--- src/rtl/rfwl_pkg.sv ---
package rfwl_pkg;

    // field widths
    localparam int TIME_W     = 32;
    localparam int BYTES_W    = 12;
    localparam int BIN_W      = 16;
    localparam int TOTAL_W    = 20;
    localparam int BACKLOG_W  = 5;
    localparam int CFG_DATA_W = 16;
    localparam int CFG_IDX_W  = 2;

    // default window depth
    localparam int WINDOW_SLOTS_DEF = 16;

    // saturation limits
    localparam logic [BIN_W-1:0]   BIN_MAX   = '1;
    localparam logic [TOTAL_W-1:0] TOTAL_MAX = '1;

    // configuration register indexes
    localparam logic [CFG_IDX_W-1:0] REG_BACKLOG = 2'd0;
    localparam logic [CFG_IDX_W-1:0] REG_FLOOD   = 2'd1;
    localparam logic [CFG_IDX_W-1:0] REG_SUSPEND = 2'd2;
    localparam logic [CFG_IDX_W-1:0] REG_PROTECT = 2'd3;

    // configuration reset values
    localparam logic [BACKLOG_W-1:0] BACKLOG_RST = 5'd5;
    localparam logic [BIN_W-1:0]     FLOOD_RST   = 16'd256;
    localparam logic [BIN_W-1:0]     SUSPEND_RST = 16'd10;
    localparam logic                 PROTECT_RST = 1'b1;

    typedef struct packed {
        logic [TIME_W-1:0]  now_seconds;
        logic [BYTES_W-1:0] reply_bytes;
        logic               direct_chat;
    } item_t;

    typedef struct packed {
        logic               send_reply;
        logic               flood_began;
        logic               flood_ended;
        logic [TOTAL_W-1:0] window_total;
    } result_t;

    typedef struct packed {
        logic [BACKLOG_W-1:0] backlog_seconds;
        logic [BIN_W-1:0]     flood_bytes;
        logic [BIN_W-1:0]     suspend_seconds;
        logic                 protect_enable;
    } cfg_t;

endpackage

--- src/rtl/rfwl_in_stage.sv ---
module rfwl_in_stage (
    input  logic           aclk,
    input  logic           aresetn,
    input  logic           s_valid,
    output logic           s_ready,
    input  rfwl_pkg::item_t s_item,
    input  logic           take,
    output logic           item_valid,
    output rfwl_pkg::item_t item
);

    logic            valid_reg;
    logic            valid_next;
    rfwl_pkg::item_t item_reg;

    // free when empty or when the held transaction moves on this cycle
    assign s_ready    = !valid_reg || take;
    assign valid_next = (s_valid && s_ready) || (valid_reg && !take);

    always_ff @(posedge aclk) begin
        if (!aresetn) begin
            valid_reg <= 1'b0;
        end else begin
            valid_reg <= valid_next;
        end
    end

    // payload capture
    always_ff @(posedge aclk) begin
        if (s_valid && s_ready) begin
            item_reg <= s_item;
        end
    end

    assign item_valid = valid_reg;
    assign item       = item_reg;

endmodule

--- src/rtl/rfwl_core.sv ---
module rfwl_core #(
    parameter int WINDOW_SLOTS = rfwl_pkg::WINDOW_SLOTS_DEF
) (
    input  logic             aclk,
    input  logic             aresetn,
    input  rfwl_pkg::cfg_t   cfg,
    input  logic             advance,
    input  rfwl_pkg::item_t  item,
    output rfwl_pkg::result_t result
);

    localparam int BIN_W   = rfwl_pkg::BIN_W;
    localparam int TIME_W  = rfwl_pkg::TIME_W;
    localparam int TOTAL_W = rfwl_pkg::TOTAL_W;
    localparam int CNT_W   = $clog2(WINDOW_SLOTS + 1);
    localparam int LVL     = $clog2(WINDOW_SLOTS);
    localparam int PAD     = 1 << LVL;
    localparam int SUM_W   = (BIN_W + LVL > TOTAL_W) ? BIN_W + LVL : TOTAL_W;

    logic [TIME_W-1:0] last_reply_time_reg;
    logic [TIME_W-1:0] last_reply_time_next;
    logic [TIME_W-1:0] suspend_start_reg;
    logic [TIME_W-1:0] suspend_start_next;
    logic [BIN_W-1:0]  bins_reg  [WINDOW_SLOTS];
    logic [BIN_W-1:0]  bins_next [WINDOW_SLOTS];

    logic [CNT_W-1:0]              n_slots;
    logic [TIME_W-1:0]             delta;
    logic                          clear_all;
    logic [CNT_W-1:0]              shift_amt;
    logic [WINDOW_SLOTS*BIN_W-1:0] bins_flat;
    logic [WINDOW_SLOTS*BIN_W-1:0] bins_shifted;
    logic [BIN_W:0]                slot0_sum;
    logic [SUM_W-1:0]              node [2*PAD];
    logic [TOTAL_W-1:0]            total;
    logic                          flood_hit;
    logic [TIME_W-1:0]             susp_cand;
    logic [TIME_W:0]               susp_end;
    logic                          suppressing;
    logic                          was_suppressing;
    logic                          send;
    logic                          counts;

    // active slot count, clamped to 1..WINDOW_SLOTS
    always_comb begin
        if (cfg.backlog_seconds == '0) begin
            n_slots = CNT_W'(1);
        end else if (32'(cfg.backlog_seconds) > 32'(WINDOW_SLOTS)) begin
            n_slots = CNT_W'(WINDOW_SLOTS);
        end else begin
            n_slots = CNT_W'(cfg.backlog_seconds);
        end
    end

    // seconds since the last reply; a clock going backwards counts as no gap
    always_comb begin
        if (last_reply_time_reg != '0 && item.now_seconds > last_reply_time_reg) begin
            delta = item.now_seconds - last_reply_time_reg;
        end else begin
            delta = '0;
        end
        clear_all = delta >= TIME_W'(n_slots);
        shift_amt = clear_all ? '0 : delta[CNT_W-1:0];
    end

    // age the window: slots move to older indices by the gap
    always_comb begin
        for (int i = 0; i < WINDOW_SLOTS; i++) begin
            bins_flat[i*BIN_W +: BIN_W] = bins_reg[i];
        end
        bins_shifted = bins_flat << (shift_amt * BIN_W);
        for (int i = 0; i < WINDOW_SLOTS; i++) begin
            if (i < int'(n_slots)) begin
                bins_next[i] = clear_all ? '0 : bins_shifted[i*BIN_W +: BIN_W];
            end else begin
                bins_next[i] = bins_reg[i];
            end
        end
        // newest slot takes the reply, saturating
        slot0_sum = {1'b0, bins_next[0]} + (BIN_W+1)'(item.reply_bytes);
        if (slot0_sum[BIN_W]) begin
            bins_next[0] = rfwl_pkg::BIN_MAX;
        end else begin
            bins_next[0] = slot0_sum[BIN_W-1:0];
        end
    end

    // adder tree over the active slots
    always_comb begin
        node[0] = '0;
        for (int i = 0; i < PAD; i++) begin
            if (i < WINDOW_SLOTS && i < int'(n_slots)) begin
                node[PAD+i] = SUM_W'(bins_next[i]);
            end else begin
                node[PAD+i] = '0;
            end
        end
        for (int k = PAD - 1; k >= 1; k--) begin
            node[k] = node[2*k] + node[2*k+1];
        end
        if (node[1] > SUM_W'(rfwl_pkg::TOTAL_MAX)) begin
            total = rfwl_pkg::TOTAL_MAX;
        end else begin
            total = node[1][TOTAL_W-1:0];
        end
    end

    // suspension decision
    always_comb begin
        flood_hit       = total >= TOTAL_W'(cfg.flood_bytes);
        susp_cand       = flood_hit ? item.now_seconds : suspend_start_reg;
        susp_end        = {1'b0, susp_cand} + (TIME_W+1)'(cfg.suspend_seconds);
        suppressing     = (susp_cand != '0) && ({1'b0, item.now_seconds} <= susp_end);
        send            = !cfg.protect_enable || !suppressing;
        was_suppressing = suspend_start_reg != '0;
        counts          = (item.reply_bytes != '0) && !item.direct_chat;

        suspend_start_next   = send ? '0 : susp_cand;
        last_reply_time_next = item.now_seconds;
    end

    // result for the current transaction
    always_comb begin
        result = '0;
        if (item.reply_bytes != '0) begin
            if (item.direct_chat) begin
                result.send_reply = 1'b1;
            end else begin
                result.send_reply   = send;
                result.flood_began  = cfg.protect_enable && suppressing && !was_suppressing;
                result.flood_ended  = cfg.protect_enable && !suppressing && was_suppressing;
                result.window_total = total;
            end
        end
    end

    // limiter state
    always_ff @(posedge aclk) begin
        if (!aresetn) begin
            last_reply_time_reg <= '0;
            suspend_start_reg   <= '0;
            for (int i = 0; i < WINDOW_SLOTS; i++) begin
                bins_reg[i] <= '0;
            end
        end else if (advance && counts) begin
            last_reply_time_reg <= last_reply_time_next;
            suspend_start_reg   <= suspend_start_next;
            for (int i = 0; i < WINDOW_SLOTS; i++) begin
                bins_reg[i] <= bins_next[i];
            end
        end
    end

`ifndef SYNTHESIS
    // a counted reply records its time
    assert property (@(posedge aclk) disable iff (!aresetn)
        advance && counts |=> last_reply_time_reg == $past(item.now_seconds))
        else $error("last reply time not updated");

    // the newest slot holds at least the bytes just added
    assert property (@(posedge aclk) disable iff (!aresetn)
        advance && counts |=> bins_reg[0] != '0)
        else $error("newest slot empty after a counted reply");

    // a flood start always withholds the reply
    assert property (@(posedge aclk) disable iff (!aresetn)
        result.flood_began |-> !result.send_reply && !result.flood_ended)
        else $error("flood start with reply sent");

    // a sent reply leaves no suspension behind
    assert property (@(posedge aclk) disable iff (!aresetn)
        advance && counts && result.send_reply |=> suspend_start_reg == '0)
        else $error("suspension kept after a sent reply");
`endif

endmodule

--- src/rtl/rfwl_out_stage.sv ---
module rfwl_out_stage (
    input  logic              aclk,
    input  logic              aresetn,
    input  logic              load,
    input  rfwl_pkg::result_t result,
    output logic              load_ok,
    output logic              m_valid,
    input  logic              m_ready,
    output rfwl_pkg::result_t m_result
);

    logic              valid_reg;
    logic              valid_next;
    rfwl_pkg::result_t result_reg;

    // room when empty or when the held transaction leaves this cycle
    assign load_ok    = !valid_reg || m_ready;
    assign valid_next = load || (valid_reg && !m_ready);

    always_ff @(posedge aclk) begin
        if (!aresetn) begin
            valid_reg <= 1'b0;
        end else begin
            valid_reg <= valid_next;
        end
    end

    // result capture
    always_ff @(posedge aclk) begin
        if (load) begin
            result_reg <= result;
        end
    end

    assign m_valid  = valid_reg;
    assign m_result = result_reg;

endmodule

--- src/rtl/reply_flood_window_limiter.sv ---
// Reply flood limiter: each input transaction is one pending reply (time in
// seconds, length in bytes, direct-chat flag) and yields exactly one result
// transaction telling whether to send it, whether a flood suspension began or
// ended, and the window byte total. Per-second byte counts are kept in
// WINDOW_SLOTS registers; on each reply they are aged by the seconds since the
// previous reply (barrel shift), the reply is added to the newest slot and
// the active slots are summed by an adder tree, all combinationally between the
// input register and the result register. The block takes one transaction
// per clock unless the output stalls on m_ready, which holds both registers.
// Direct-chat and zero-length replies do not touch the limiter state.
// Configuration registers (backlog_seconds, flood_bytes, suspend_seconds,
// protect_enable at indexes 0 to 3) may be written only while idle.
module reply_flood_window_limiter #(
    parameter int WINDOW_SLOTS = rfwl_pkg::WINDOW_SLOTS_DEF
) (
    input  logic                               aclk,
    input  logic                               aresetn,
    input  logic                               cfg_wr_en,
    input  logic [rfwl_pkg::CFG_IDX_W-1:0]     cfg_index,
    input  logic [rfwl_pkg::CFG_DATA_W-1:0]    cfg_wdata,
    input  logic                               s_valid,
    output logic                               s_ready,
    input  logic [rfwl_pkg::TIME_W-1:0]        s_now_seconds,
    input  logic [rfwl_pkg::BYTES_W-1:0]       s_reply_bytes,
    input  logic                               s_direct_chat,
    output logic                               m_valid,
    input  logic                               m_ready,
    output logic                               m_send_reply,
    output logic                               m_flood_began,
    output logic                               m_flood_ended,
    output logic [rfwl_pkg::TOTAL_W-1:0]       m_window_total
);

    rfwl_pkg::cfg_t    cfg_reg;
    rfwl_pkg::item_t   s_item;
    rfwl_pkg::item_t   item;
    rfwl_pkg::result_t result;
    rfwl_pkg::result_t m_result;
    logic              item_valid;
    logic              load_ok;
    logic              advance;

    // configuration registers
    always_ff @(posedge aclk) begin
        if (!aresetn) begin
            cfg_reg.backlog_seconds <= rfwl_pkg::BACKLOG_RST;
            cfg_reg.flood_bytes     <= rfwl_pkg::FLOOD_RST;
            cfg_reg.suspend_seconds <= rfwl_pkg::SUSPEND_RST;
            cfg_reg.protect_enable  <= rfwl_pkg::PROTECT_RST;
        end else if (cfg_wr_en) begin
            unique case (cfg_index)
                rfwl_pkg::REG_BACKLOG: begin
                    cfg_reg.backlog_seconds <= cfg_wdata[rfwl_pkg::BACKLOG_W-1:0];
                end
                rfwl_pkg::REG_FLOOD: begin
                    cfg_reg.flood_bytes <= cfg_wdata;
                end
                rfwl_pkg::REG_SUSPEND: begin
                    cfg_reg.suspend_seconds <= cfg_wdata;
                end
                rfwl_pkg::REG_PROTECT: begin
                    cfg_reg.protect_enable <= cfg_wdata[0];
                end
                default: begin
                end
            endcase
        end
    end

    assign s_item.now_seconds = s_now_seconds;
    assign s_item.reply_bytes = s_reply_bytes;
    assign s_item.direct_chat = s_direct_chat;

    // a held transaction moves on when the result register has room
    assign advance = item_valid && load_ok;

    rfwl_in_stage u_in_stage (
        .aclk       (aclk),
        .aresetn    (aresetn),
        .s_valid    (s_valid),
        .s_ready    (s_ready),
        .s_item     (s_item),
        .take       (advance),
        .item_valid (item_valid),
        .item       (item)
    );

    rfwl_core #(
        .WINDOW_SLOTS (WINDOW_SLOTS)
    ) u_core (
        .aclk    (aclk),
        .aresetn (aresetn),
        .cfg     (cfg_reg),
        .advance (advance),
        .item    (item),
        .result  (result)
    );

    rfwl_out_stage u_out_stage (
        .aclk     (aclk),
        .aresetn  (aresetn),
        .load     (advance),
        .result   (result),
        .load_ok  (load_ok),
        .m_valid  (m_valid),
        .m_ready  (m_ready),
        .m_result (m_result)
    );

    assign m_send_reply   = m_result.send_reply;
    assign m_flood_began  = m_result.flood_began;
    assign m_flood_ended  = m_result.flood_ended;
    assign m_window_total = m_result.window_total;

endmodule
--- config.mk ---
export PLATFORM = sky130hd
export DESIGN_NAME = reply_flood_window_limiter
export DESIGN_NICKNAME = d
export VERILOG_FILES = /design/src/rtl/rfwl_pkg.sv /design/src/rtl/rfwl_in_stage.sv /design/src/rtl/rfwl_core.sv /design/src/rtl/rfwl_out_stage.sv /design/src/rtl/reply_flood_window_limiter.sv
export SDC_FILE = /design/constraint.sdc
export NUM_CORES = 2
export LEC_CHECK = 0
export ABC_CLOCK_PERIOD_IN_PS = 17800
export BUFFER_PORTS_ARGS = -buffer_cell sky130_fd_sc_hd__buf_2
export CAP_MARGIN = 20
export CORE_ASPECT_RATIO = 1.4
export CORE_MARGIN = 4
export CORE_UTILIZATION = 40
export CTS_CLUSTER_SIZE = 25
export DETAILED_ROUTE_END_ITERATION = 12
export SETUP_SLACK_MARGIN = 0.05
export SLEW_MARGIN = 10
export SYNTH_ARGS = -nofsm -noshare
export SYNTH_HDL_FRONTEND = slang
export SYNTH_SLANG_ARGS = --single-unit
--- constraint.sdc ---
create_clock -name aclk -period 17.8 [get_ports aclk]
set_input_delay 3.56 -clock aclk [delete_from_list [all_inputs] [get_ports aclk]]
set_output_delay 3.56 -clock aclk [all_outputs]
set_load 0.02 [all_outputs]
==> flow_summary.toml <==
[hold_path]
min-delay-path-class = "reg2reg"
holdPathEnd = "cfg_reg[27]"
worstHoldStart = "cfg_reg[27]"
whs_path_depth = 2

[global_route]
grt_use_met3_pct = 15.3
grt_max_degree = 120
grt_pass1_vias = 50191
met2_usage_pct = 73.4
grt_use_total_pct = 48.8
antenna_found_initial = 29
grt.overflow.total = 0
use_met1_pct = 53.7
top_usage_layer = "met2"
grt_pass1_wl_mm = 388

[yosys]
synthMuxAreaShare_pct = 10.8
synth.avg_cell_area_um2 = 8.55
post-synth-top-area-fraction_pct = 22.7
synth-edff-count = 324
syn_inst = 5016
ys_seq_area_share_pct = 27.6
synth.largest_area_cell = "edfxtp_1"
synthTopCellsByArea = "edfxtp_1 23%, mux2i_1 9.9%, ha_1 7.6%"
synth_compound_area_share_pct = 21.9
synth_nets = 5457
synthXorXnorAreaFrac_pct = 3.68
synthAdderAreaFrac_pct = 12.8
synth.distinct_cells = 101
synth-main-ff-cell = "edfxtp_1"
ys_top_cells_by_count = "691 x nand2_1, 425 x mux2i_1, 324 x edfxtp_1, 319 x nor2_1, 293 x a21oi_1"
syn-cell-area_um2 = 42900
synth_seq_cells = 428
synthSimpleGateAreaFrac_pct = 17.8
synth_top_family_by_area = "compound AO/OA/AOI/OAI gates"
ys_warn_count = 0
synth.most_common_cell = "nand2_1"
ys_async_sr_fraction_pct = 0

[clock_tree]
clockRootBuffer = "clkbuf_16"
cts_made_buffers = 53
clk_pin_slew_ps = 70
htreeDepth = 2
cts_tree = "done"
clk_latency_ps = 720
cts_buffer_depth = 3
hold_buffers = 0
clock_sinks = 428

[route]
via_per_inst = 6.57
drt_wl_total_mm = 287
num_vias = 51432
drt_iter0_drc = 7551
drc = 0
antenna_left = 0
wire_per_inst_um = 36.6
dr.pass1.iters = 7

[floorplan]
fp-row-count = 141
ios = 93
die_w_um = 285
coreArea_um2 = 106000
initial_core_util_pct = 40.4
dieHeight_um = 395
die_area_um2 = 113000

[sta]
fin_tns_setup_ps = 0
worst_slew_pin_slew_ps = 1240
finalSetupViolations = 0
period_share_pct = 99.4
skew_ps = 34.1
final.min_clock_period_ps = 17690
rsz0062_at_grt = "true"
max_slew_margin_pct = 16.8
drv_slew = 0
setup_slack_ps = 109
fmax_mhz = 56.5
hold_violations = 0

[critical_path]
cp_max_fo = 7
worst-setup-path-type = "reg2reg"
worstReg2RegStart = "u_in_stage.item[27]"
cp_data_arrival_time_ps = 18330
crit_path_end_kind = "flop"
required_ps = 18440
crit_buf_inv = 27
path_delay_family = "compound AO/OA/AOI/OAI gates"
reg2regPathDepth = 102
regToRegSetupSlack_ps = 110
r2r-end = "u_core.suspend_start_reg[24]"
slowest_delay_ps = 520
worstSetupStartpointType = "flop"
cp_slowest_cell = "fa_1"
cpMostUsedCell = "buf_4"

[place]
routabilityCongestion = 1.07
dp.cells = 7591
pre_cts_ws_ps = -1070
numPortBuffers = 92
hpwl_mm = 217

[pwr]
power.leakage_nw = 24.9
p_per_area_nw_per_um2 = 112
ir_drop_v = 0.000189

[final_layout]
nets = 6770
largest_reg_flops = 256
final_cells = 7828
flow.area_growth_from_synthesis_pct = 37.0
layout-drive-gt1-share_pct = 31.5

[status]
status = "complete, no violations"

[job]
max_cap_violations = 0
==> worst max path at each step <==
stage | startpoint | endpoint | slack, ps | cells after the start
after floorplan | u_in_stage.item[29] | u_core.suspend_start_reg[24] | 60 | 97
after global placement | u_in_stage.item[13] | u_core.suspend_start_reg[17] | -1050 | 92
after detailed placement | u_in_stage.item[27] | u_core.suspend_start_reg[19] | -1070 | 91
after CTS | u_in_stage.item[27] | u_out_stage.m_result[22] | 50 | 96
after global routing | u_in_stage.item[27] | u_core.suspend_start_reg[29] | -720 | 101
final | u_in_stage.item[27] | u_core.suspend_start_reg[24] | 110 | 102
==> power by group <==
group,internal [mW],switching [mW]
sequential,1.18,0.113
combinational,1.89,2.15
clock,0.700,0.545
==> metal layers <==
layer / vias to the layer above / part of all wire [%] / wire, um
met2: 4137 / 42 / 120000
li1: 21237 / - / -
met4: 8 / 13 / 37900
met1: 24420 / 33 / 95900
met3: 1630 / 12 / 33100
met5: - / 0.017 / 50
==> area by class of cell <==
| class | count | area [um^2] |
|---|---|---|
| Antenna cell | 27 | 67.6 |
| Clock buffer | 58 | 1390 |
| Clock inverter | 39 | 503 |
| Fill cell | 9781 | 47300 |
| Inverter | 256 | 968 |
| Multi-Input combinational cell | 4045 | 30400 |
| Sequential cell | 428 | 11800 |
| Tap cell | 1430 | 1790 |
| Timing Repair Buffer | 1545 | 11800 |
==> timing repair <==
item | in CTS | in global routing
resized for setup | 171 | 186
pin swaps | 67 | 176
gates cloned | 0 | 2
setup buffers | 54 | 52
setup endpoints to repair | 35 | 35
==> cell families (layout without fill, tap and decap cells) <==
group           after synthesis  in the layout
compound gates             1404           1404
buf+inv                     543           1898
fa+ha+maj                   373            373
xor+xnor                    180            180
flops                       428            428
simple gates               1634           1634
other cells                   0             27
mux                         454            454
==> worst reg2reg max path, delay by kind of cell, from the launching register on <==
family / cells / cell delay (ps)
adder cells (fa/ha/maj): 11 / 3740
multiplexers: 1 / 160
XOR/XNOR: 3 / 580
buffers and inverters: 27 / 3280
AND/OR/NAND/NOR: 24 / 3380
AO/OA/AOI/OAI: 36 / 6030
flip-flops: 1 / 440
==> stage by stage <==
step	utilization [%]	hold WS, ps	cell area (um^2)	total power, mW
2_1_floorplan	-	435	43000	3.18
3_3_place_gp	51.2	442	54300	4.79
3_5_place_dp	51.2	451	54300	4.81
4_1_cts	54.0	460	57300	6.15
5_1_grt	55.4	480	58700	6.91
6_report	55.4	459	58800	6.58
==> cell usage in the layout, fill, tap and decap left out, types with 145 or more instances in the layout <==
cell type	n
mux2i_1	413
ha_1	239
a22oi_1	145
nand2_1	676
buf_4	1400
edfxtp_1	324
inv_1	246
a21oi_1	251
o21ai_0	222
nor2_1	290
No activity file was read; power rests on OpenSTA's default activity.
